### src/rtl/fcmc_pkg.sv
package fcmc_pkg;

    // Channel and history geometry
    localparam int CHANNELS       = 4;
    localparam int SAMPLES        = 5;
    localparam int STORE_INTERVAL = 10;
    localparam int CH_W           = $clog2(CHANNELS);
    localparam int SLOT_W         = $clog2(SAMPLES);
    localparam int RANK_W         = $clog2(SAMPLES + 1);
    localparam int MEDIAN_RANK    = SAMPLES / 2;

    // Field widths
    localparam int SAMPLE_W   = 10;
    localparam int ELAPSED_W  = 8;
    localparam int TIME_W     = 10;
    localparam int OFFSET_W   = 10;
    localparam int GAIN_W     = 12;
    localparam int CFG_IDX_W  = 4;
    localparam int CFG_DATA_W = 12;
    localparam int GAIN_RESET = 1000;

    // Calibration arithmetic
    localparam int SUM_W       = SAMPLE_W + 2;
    localparam int MUL_W       = 21;
    localparam int PROD_W      = 2 * MUL_W;
    localparam int LEVEL_MAX   = 1023;
    localparam int SCALE_DIV   = 1000;
    localparam int CLAMP_LIMIT = (LEVEL_MAX + 1) * SCALE_DIV;
    localparam int QUOT_W      = 20;
    localparam int DIV_SHIFT   = 29;
    // ceil(2^29 / 1000): exact quotient for every dividend below CLAMP_LIMIT
    localparam int DIV_RECIP   = ((2 ** DIV_SHIFT) + SCALE_DIV - 1) / SCALE_DIV;

    // Configuration register map
    typedef enum logic [CFG_IDX_W-1:0] {
        REG_OFFSET_FL = 4'd0,
        REG_GAIN_FL   = 4'd1,
        REG_OFFSET_FR = 4'd2,
        REG_GAIN_FR   = 4'd3,
        REG_OFFSET_SL = 4'd4,
        REG_GAIN_SL   = 4'd5,
        REG_OFFSET_SR = 4'd6,
        REG_GAIN_SR   = 4'd7
    } cfg_reg_t;

    // Sequencer states
    typedef enum logic [5:0] {
        ST_IDLE  = 6'b000001,
        ST_RANK  = 6'b000010,
        ST_MULG  = 6'b000100,
        ST_SCALE = 6'b001000,
        ST_STORE = 6'b010000,
        ST_OUT   = 6'b100000
    } state_t;

endpackage

### src/rtl/four_channel_median_calibrator.sv
// Four-channel running median filter with offset/gain calibration. Each input
// transaction carries four 10-bit samples and the elapsed milliseconds; the
// very first one after reset fills the whole history of every channel, later
// ones are stored into the next history slot once the accumulated time reaches
// the store interval. Every input transaction yields exactly one result: per
// channel the median of its history, scaled as (median + offset) * gain / 1000
// (truncated toward zero) and clamped to 0..1023, plus a flag telling whether
// the samples were stored. From acceptance to result valid a transaction
// goes through rank counting (one median candidate per cycle, all channels
// at once), then per channel through the one shared multiplier (gain
// product, reciprocal scaling by 1/1000, write-back; a channel that clamps
// gets its clamped level in the scaling step and skips the write-back), and
// then through the load of the output register. The input is ready again in
// the cycle the result appears. The input is not ready while a transaction
// is being worked on; a finished result waits in the output register without
// blocking the next input, but that next transaction then holds in its
// output-load cycle, with the input not ready, until the waiting result is
// taken. Configuration writes are taken at any time, must only be issued
// while the block is idle, and indices 8..15 are ignored.
module four_channel_median_calibrator (
    input  logic                                aclk,
    input  logic                                aresetn,
    // configuration write channel
    input  logic                                cfg_valid,
    output logic                                cfg_ready,
    input  logic [fcmc_pkg::CFG_IDX_W-1:0]      cfg_index,
    input  logic [fcmc_pkg::CFG_DATA_W-1:0]     cfg_data,
    // input channel
    input  logic                                s_valid,
    output logic                                s_ready,
    input  logic [fcmc_pkg::SAMPLE_W-1:0]       s_sample_front_left,
    input  logic [fcmc_pkg::SAMPLE_W-1:0]       s_sample_front_right,
    input  logic [fcmc_pkg::SAMPLE_W-1:0]       s_sample_side_left,
    input  logic [fcmc_pkg::SAMPLE_W-1:0]       s_sample_side_right,
    input  logic [fcmc_pkg::ELAPSED_W-1:0]      s_elapsed_ms,
    // result channel
    output logic                                m_valid,
    input  logic                                m_ready,
    output logic [fcmc_pkg::SAMPLE_W-1:0]       m_level_front_left,
    output logic [fcmc_pkg::SAMPLE_W-1:0]       m_level_front_right,
    output logic [fcmc_pkg::SAMPLE_W-1:0]       m_level_side_left,
    output logic [fcmc_pkg::SAMPLE_W-1:0]       m_level_side_right,
    output logic                                m_sample_taken
);

    fcmc_pkg::state_t state_reg;

    // Calibration registers
    logic signed [fcmc_pkg::OFFSET_W-1:0] off_reg  [fcmc_pkg::CHANNELS];
    logic [fcmc_pkg::GAIN_W-1:0]          gain_reg [fcmc_pkg::CHANNELS];

    // History rings and store bookkeeping
    logic [fcmc_pkg::SAMPLE_W-1:0] hist_reg [fcmc_pkg::CHANNELS][fcmc_pkg::SAMPLES];
    logic [fcmc_pkg::SLOT_W-1:0]   slot_reg;
    logic [fcmc_pkg::TIME_W-1:0]   time_reg;
    logic                          primed_reg;
    logic                          taken_reg;

    // Working registers
    logic [fcmc_pkg::SLOT_W-1:0]   cand_reg;
    logic [fcmc_pkg::CH_W-1:0]     ch_reg;
    logic [fcmc_pkg::SAMPLE_W-1:0] med_reg [fcmc_pkg::CHANNELS];
    logic [fcmc_pkg::SAMPLE_W-1:0] lvl_reg [fcmc_pkg::CHANNELS];
    logic [fcmc_pkg::PROD_W-1:0]   prod_reg;
    logic                          m_valid_reg;

    logic                          s_fire;
    logic [fcmc_pkg::SAMPLE_W-1:0] smp [fcmc_pkg::CHANNELS];
    logic [fcmc_pkg::TIME_W:0]     time_sum;
    logic                          store_hit;
    logic [fcmc_pkg::SLOT_W-1:0]   slot_next;

    logic [fcmc_pkg::SAMPLE_W-1:0] cand_val [fcmc_pkg::CHANNELS];
    logic [fcmc_pkg::RANK_W-1:0]   rank     [fcmc_pkg::CHANNELS];

    logic signed [fcmc_pkg::SUM_W-1:0] cal_sum;
    logic signed [fcmc_pkg::MUL_W-1:0] mul_a;
    logic signed [fcmc_pkg::MUL_W-1:0] mul_b;
    logic signed [fcmc_pkg::PROD_W-1:0] mul_prod;
    logic                          prod_neg;
    logic                          prod_big;
    logic                          last_ch;

    assign cfg_ready = 1'b1;
    assign s_ready   = (state_reg == fcmc_pkg::ST_IDLE);
    assign s_fire    = s_valid && s_ready;
    assign m_valid   = m_valid_reg;

    assign smp[0] = s_sample_front_left;
    assign smp[1] = s_sample_front_right;
    assign smp[2] = s_sample_side_left;
    assign smp[3] = s_sample_side_right;

    // Store decision for an accepted transaction
    assign time_sum  = {1'b0, time_reg} + (fcmc_pkg::TIME_W + 1)'(s_elapsed_ms);
    assign store_hit = time_sum >= (fcmc_pkg::TIME_W + 1)'(fcmc_pkg::STORE_INTERVAL);
    assign slot_next = (slot_reg == fcmc_pkg::SLOT_W'(fcmc_pkg::SAMPLES - 1))
                     ? '0 : slot_reg + fcmc_pkg::SLOT_W'(1);

    // Rank of the current candidate within each ring; ties broken by position
    always_comb begin
        for (int c = 0; c < fcmc_pkg::CHANNELS; c++) begin
            cand_val[c] = hist_reg[c][cand_reg];
            rank[c]     = '0;
            for (int j = 0; j < fcmc_pkg::SAMPLES; j++) begin
                if ((hist_reg[c][j] < cand_val[c]) ||
                    ((hist_reg[c][j] == cand_val[c]) &&
                     (fcmc_pkg::SLOT_W'(j) < cand_reg))) begin
                    rank[c] = rank[c] + fcmc_pkg::RANK_W'(1);
                end
            end
        end
    end

    // Shared multiplier: gain product, then reciprocal scaling
    assign cal_sum = $signed({2'b00, med_reg[ch_reg]})
                   + $signed({{2{off_reg[ch_reg][fcmc_pkg::OFFSET_W-1]}}, off_reg[ch_reg]});

    always_comb begin
        if (state_reg == fcmc_pkg::ST_SCALE) begin
            mul_a = $signed({1'b0, prod_reg[fcmc_pkg::QUOT_W-1:0]});
            mul_b = $signed({1'b0, fcmc_pkg::QUOT_W'(fcmc_pkg::DIV_RECIP)});
        end else begin
            mul_a = $signed({{(fcmc_pkg::MUL_W - fcmc_pkg::SUM_W){cal_sum[fcmc_pkg::SUM_W-1]}},
                             cal_sum});
            mul_b = $signed({{(fcmc_pkg::MUL_W - fcmc_pkg::GAIN_W){1'b0}}, gain_reg[ch_reg]});
        end
    end

    assign mul_prod = mul_a * mul_b;
    assign prod_neg = prod_reg[fcmc_pkg::PROD_W-1];
    assign prod_big = prod_reg >= fcmc_pkg::PROD_W'(fcmc_pkg::CLAMP_LIMIT);
    assign last_ch  = (ch_reg == fcmc_pkg::CH_W'(fcmc_pkg::CHANNELS - 1));

    // Configuration registers
    always_ff @(posedge aclk) begin
        if (!aresetn) begin
            for (int c = 0; c < fcmc_pkg::CHANNELS; c++) begin
                off_reg[c]  <= '0;
                gain_reg[c] <= fcmc_pkg::GAIN_W'(fcmc_pkg::GAIN_RESET);
            end
        end else if (cfg_valid && cfg_ready) begin
            unique case (cfg_index)
                fcmc_pkg::REG_OFFSET_FL: off_reg[0]  <= cfg_data[fcmc_pkg::OFFSET_W-1:0];
                fcmc_pkg::REG_GAIN_FL:   gain_reg[0] <= cfg_data[fcmc_pkg::GAIN_W-1:0];
                fcmc_pkg::REG_OFFSET_FR: off_reg[1]  <= cfg_data[fcmc_pkg::OFFSET_W-1:0];
                fcmc_pkg::REG_GAIN_FR:   gain_reg[1] <= cfg_data[fcmc_pkg::GAIN_W-1:0];
                fcmc_pkg::REG_OFFSET_SL: off_reg[2]  <= cfg_data[fcmc_pkg::OFFSET_W-1:0];
                fcmc_pkg::REG_GAIN_SL:   gain_reg[2] <= cfg_data[fcmc_pkg::GAIN_W-1:0];
                fcmc_pkg::REG_OFFSET_SR: off_reg[3]  <= cfg_data[fcmc_pkg::OFFSET_W-1:0];
                fcmc_pkg::REG_GAIN_SR:   gain_reg[3] <= cfg_data[fcmc_pkg::GAIN_W-1:0];
                default: ;
            endcase
        end
    end

    // History rings: filled on first transaction, then one slot per store
    always_ff @(posedge aclk) begin
        if (s_fire) begin
            if (!primed_reg) begin
                for (int c = 0; c < fcmc_pkg::CHANNELS; c++) begin
                    for (int k = 0; k < fcmc_pkg::SAMPLES; k++) begin
                        hist_reg[c][k] <= smp[c];
                    end
                end
            end else if (store_hit) begin
                for (int c = 0; c < fcmc_pkg::CHANNELS; c++) begin
                    hist_reg[c][slot_reg] <= smp[c];
                end
            end
        end
    end

    // Store bookkeeping
    always_ff @(posedge aclk) begin
        if (!aresetn) begin
            slot_reg   <= '0;
            time_reg   <= '0;
            primed_reg <= 1'b0;
            taken_reg  <= 1'b0;
        end else if (s_fire) begin
            if (!primed_reg) begin
                slot_reg   <= '0;
                time_reg   <= '0;
                primed_reg <= 1'b1;
                taken_reg  <= 1'b1;
            end else if (store_hit) begin
                slot_reg  <= slot_next;
                time_reg  <= '0;
                taken_reg <= 1'b1;
            end else begin
                time_reg  <= time_sum[fcmc_pkg::TIME_W-1:0];
                taken_reg <= 1'b0;
            end
        end
    end

    // Sequencer
    always_ff @(posedge aclk) begin
        if (!aresetn) begin
            state_reg <= fcmc_pkg::ST_IDLE;
            cand_reg  <= '0;
            ch_reg    <= '0;
        end else begin
            unique case (state_reg)
                fcmc_pkg::ST_IDLE: begin
                    if (s_fire) begin
                        cand_reg  <= '0;
                        state_reg <= fcmc_pkg::ST_RANK;
                    end
                end
                fcmc_pkg::ST_RANK: begin
                    if (cand_reg == fcmc_pkg::SLOT_W'(fcmc_pkg::SAMPLES - 1)) begin
                        ch_reg    <= '0;
                        state_reg <= fcmc_pkg::ST_MULG;
                    end else begin
                        cand_reg <= cand_reg + fcmc_pkg::SLOT_W'(1);
                    end
                end
                fcmc_pkg::ST_MULG: begin
                    state_reg <= fcmc_pkg::ST_SCALE;
                end
                fcmc_pkg::ST_SCALE: begin
                    if (prod_neg || prod_big) begin
                        ch_reg    <= ch_reg + fcmc_pkg::CH_W'(1);
                        state_reg <= last_ch ? fcmc_pkg::ST_OUT : fcmc_pkg::ST_MULG;
                    end else begin
                        state_reg <= fcmc_pkg::ST_STORE;
                    end
                end
                fcmc_pkg::ST_STORE: begin
                    ch_reg    <= ch_reg + fcmc_pkg::CH_W'(1);
                    state_reg <= last_ch ? fcmc_pkg::ST_OUT : fcmc_pkg::ST_MULG;
                end
                fcmc_pkg::ST_OUT: begin
                    if (!m_valid_reg || m_ready) begin
                        state_reg <= fcmc_pkg::ST_IDLE;
                    end
                end
                default: state_reg <= fcmc_pkg::ST_IDLE;
            endcase
        end
    end

    // Median capture during ranking
    always_ff @(posedge aclk) begin
        if (state_reg == fcmc_pkg::ST_RANK) begin
            for (int c = 0; c < fcmc_pkg::CHANNELS; c++) begin
                if (rank[c] == fcmc_pkg::RANK_W'(fcmc_pkg::MEDIAN_RANK)) begin
                    med_reg[c] <= cand_val[c];
                end
            end
        end
    end

    // Product register and per-channel levels
    always_ff @(posedge aclk) begin
        if (state_reg == fcmc_pkg::ST_MULG) begin
            prod_reg <= mul_prod;
        end else if (state_reg == fcmc_pkg::ST_SCALE) begin
            priority if (prod_neg) begin
                lvl_reg[ch_reg] <= '0;
            end else if (prod_big) begin
                lvl_reg[ch_reg] <= fcmc_pkg::SAMPLE_W'(fcmc_pkg::LEVEL_MAX);
            end else begin
                prod_reg <= mul_prod;
            end
        end else if (state_reg == fcmc_pkg::ST_STORE) begin
            lvl_reg[ch_reg] <= prod_reg[fcmc_pkg::DIV_SHIFT +: fcmc_pkg::SAMPLE_W];
        end
    end

    // Output register
    always_ff @(posedge aclk) begin
        if (!aresetn) begin
            m_valid_reg <= 1'b0;
        end else if ((state_reg == fcmc_pkg::ST_OUT) && (!m_valid_reg || m_ready)) begin
            m_valid_reg <= 1'b1;
        end else if (m_ready) begin
            m_valid_reg <= 1'b0;
        end
    end

    always_ff @(posedge aclk) begin
        if ((state_reg == fcmc_pkg::ST_OUT) && (!m_valid_reg || m_ready)) begin
            m_level_front_left  <= lvl_reg[0];
            m_level_front_right <= lvl_reg[1];
            m_level_side_left   <= lvl_reg[2];
            m_level_side_right  <= lvl_reg[3];
            m_sample_taken      <= taken_reg;
        end
    end

endmodule

### config.mk
export PLATFORM = sky130hd
export DESIGN_NAME = four_channel_median_calibrator
export DESIGN_NICKNAME = d
export VERILOG_FILES = /design/src/rtl/fcmc_pkg.sv /design/src/rtl/four_channel_median_calibrator.sv
export SDC_FILE = /design/constraint.sdc
export NUM_CORES = 2
export LEC_CHECK = 0
export ABC_AREA = 0
export CAP_MARGIN = 30
export CORE_ASPECT_RATIO = 0.8
export CORE_UTILIZATION = 60
export CTS_BUF_LIST = sky130_fd_sc_hd__clkbuf_16
export DETAILED_ROUTE_END_ITERATION = 6
export DONT_BUFFER_PORTS = 1
export HOLD_SLACK_MARGIN = 0.02
export MAX_ROUTING_LAYER = met4
export PLACE_DENSITY = 0.79
export RECOVER_POWER = 50
export SYNTH_ARGS = -nofsm -noshare
export SYNTH_HDL_FRONTEND = slang
export SYNTH_SLANG_ARGS = --single-unit
### constraint.sdc
create_clock -name aclk -period 10.2 [get_ports aclk]
set_input_delay 2.04 -clock aclk [delete_from_list [all_inputs] [get_ports aclk]]
set_output_delay 2.04 -clock aclk [all_outputs]
set_load 0.05 [all_outputs]
==> metrics <==
Clock Tree Root=clkbuf_16; Tmin final=about 10 ns; Die H=227 um; met1 Usage GRT=0.393; Chip Width=283 um; Distinct cells, synth=84; Max clock buf depth=3; TritonCTS clock tree=done; via count=between 20,000 and 30,000; Hold/Removal Path Class=reg2reg; crit path DAT=10.26 ns; Hold Slack=about 0.41 ns; Placer Congestion=between 0.9 and 1; FF/Latch Area=~14,000 um2; 1st-iter DRT viols=between 2,000 and 2,500; status=finished with violations; Tightest Pin Transition=3.08 ns; die area=approximately 64,000 um2; area of the core=about 63,000 um2; Routed Antenna Nets=0; CP delay by family, top=buffers and inverters; # DRC=0; clock skew=around 0.026 ns; drt first pass iters=7; Rows=approximately 80; R2R Setup Slk=between 0.2 and 0.25 ns; CP startpoint kind=flop; H-tree levels=2; hold_buf cts=0; slew margin rel.=-1.06; DR WL/cell=around 22 um; FF+latch count, synth=480; Starting Density=0.607; post-detailed-routing wire length=approximately 94,000 um; Worst path max stage delay=approximately 2.2 ns; Slowest cell on crit path=clkbuf_1; post-synthesis sequential area ratio=0.371; Area Growth Syn to Fin=7.02%; EDFF count, synth=roughly 450; CP Cell Sequence=clkbuf_1 > nand2b_1 > clkbuf_1 > o22ai_1 > ha_1 > nor2b_1 > o21a_1 > o21a_1 > o21a_1 > o21a_1 > o21ai_0 > a21oi_1 > o31ai_1 > ha_1 > nor2b_1 > a21oi_1 > nand3_1 > ha_1 > mux2_2 > ha_1 > nand2_1 > xnor3_1 > a311oi_1 > buf_4; share of cells above drive strength 1=0.0587; vias in the first global route=roughly 27,000; GRT Util Overall=0.306; Final period util=0.978; routed vias/inst=6.03; endpoints failing hold=0; initial antenna violation count=5; CP Capture Type=flop; crit-path max FO=53; area leader, netlist=edfxtp_1; CTS Sinks=between 400 and 500; busiest grt layer=met2; met2 Track Usage GR=0.499; Final Net Count=between 4,000 and 5,000; clk slew on worst S/H paths=0.07 ns; Port Buffer Count=0; Syn Area/Cell=approximately 11 um2; Max-Cap Viols=5; WS Path Type=reg2reg; setup violators final=0; first-pass GRT wire length=about 150,000 um; Yosys top cell area share=0.356; multi-input logic area=21,500 um2; most common flop cell mapped by yosys=edfxtp_1; Synth area leaders=edfxtp_1, fa_1, ha_1; clk_lat worst skew=~0.60 ns; Largest register FFs=200; yosys warns=0; Num CTS Buffers=50; failing checks=max-capacitance violations, max-slew violations; CP required=10.49 ns; share of flip-flops with an asynchronous set or reset=0; Buf/Inv on CP=3; hpwl dp=71,300 um; Fillers=4,751; mapped cell area=about 38,000 um2; Slew Viols, Final=between 150 and 200; largest net degree at the start of global routing=58; global route total overflow=0; io pins=113; Fmax=100 MHz; Syn Inst Count=between 3,000 and 4,000; GRT met3 Usage=0.0509
routing by layer:
metal	wire length, um	up-vias	part of all wire
met2	44200	1181	0.47
met3	8480	202	0.090
met5	0	-	0
met1	37900	12800	0.40
met4	3160	0	0.034
li1	-	12000	-
cells by family after synthesis:
group | count (synthesis) | share of synthesized area
mux | 128 | 0.0429
other cells | 2 | 0.000198
buf+inv | 651 | 0.0646
flops | 480 | 0.371
compound gates | 571 | 0.0995
fa+ha+maj | 697 | 0.290
xor+xnor | 55 | 0.0141
simple gates | 879 | 0.117
worst paths after layout:
| check | startpoint | end | cells past startpoint |
|---|---|---|---|
| worst min-delay path | lvl_reg[2][0]$_DFFE_PP_ | m_level_side_left[0]$_DFFE_PP_ | 0 |
| worst max register to register | cand_reg[2]$_SDFFE_PN0P_ | med_reg[3][4]$_DFFE_PP_ | 24 |
| worst max-delay path | cand_reg[2]$_SDFFE_PN0P_ | med_reg[3][4]$_DFFE_PP_ | 24 |
| worst min register to register | lvl_reg[2][0]$_DFFE_PP_ | m_level_side_left[0]$_DFFE_PP_ | 0 |
final cells by class:
| cell class | instances | share of cell area |
|---|---|---|
| multi-input cells | 2333 | 0.529 |
| flip-flops and latches | 480 | 0.347 |
| inverters | 527 | 0.0486 |
| clock buffers | 50 | 0.0307 |
| well taps | 840 | 0.0258 |
| repair buffers | 63 | 0.0108 |
| clock inverters | 41 | 0.00741 |
| diodes | 5 | 0.000307 |
cell usage in the layout (no fill, tap or decap), types with 8 or more instances in the layout:
cell and count:
a211oi_1 22, a21boi_0 10, a21o_1 73, a21oi_1 184
a31oi_1 11, and2_0 45, and2_1 119, and3_1 20
buf_4 47, clkbuf_1 14, clkbuf_16 50, clkinv_2 11
dfxtp_1 25, edfxtp_1 451, fa_1 309, ha_1 388
inv_1 535, mux2_2 10, mux2i_1 91, mux4_2 27
nand2_1 177, nand2b_1 14, nand3_1 45, nand4_1 42
nor2_1 240, nor2b_1 35, nor3_1 40, nor4_1 14
o211ai_1 14, o21a_1 38, o21ai_0 70, o21ai_1 9
o21bai_1 8, o22a_1 36, o31ai_1 14, or2_2 12
or3_1 34, xnor2_1 30, xor2_1 21
through the flow:
step | cells | setup TNS [ns] | area, um2 | setup WS, ns | utilization
after global routing | 4339 | -0.0135 | 40700 | -0.00554 | 0.649
after CTS | 4331 | 0 | 40700 | 0.180 | 0.649
after detailed placement | 4240 | 0 | 39200 | 0.218 | 0.625
after global placement | 4238 | 0 | 39100 | 0.501 | 0.624
after floorplan | 3464 | 0 | 38000 | 0.0926 | -
final | 4339 | 0 | 40700 | 0.227 | 0.649
synth_stat cells, types with 6 or more instances:
library cell and number:
mux2_2 10, buf_1 15, and2_1 164, edfxtp_1 451
nand2_1 178, o21ai_0 72, and4_1 6, nand3_1 45
nor2b_1 36, ha_1 388, dfxtp_1 29, a22o_1 6
fa_1 309, inv_1 526, and3_1 20, nand2b_1 14
or2_2 12, o21bai_1 8, or3_1 34, mux2i_1 91
nand4_1 42, nor3_1 40, o31a_1 6, mux4_2 27
a21boi_0 10, a31oi_1 11, a211oi_1 23, o22ai_1 8
a21o_1 73, nor2_1 240, clkbuf_1 102, o21ai_1 7
a211o_1 7, nor4_1 14, xnor2_1 30, o21a_1 38
o22a_1 36, o31ai_1 14, xor2_1 21, a21oi_1 188
o211ai_1 14
what timing repair did:
action | 4_1_cts | 5_1_grt
resized for setup | 0 | 12
setup buffers | 0 | 2
setup endpoints to repair | 0 | 12
Power is left out: the tool's default activity adds up to more than one toggle a clock period on the data nets, which glitch-free logic cannot reach.
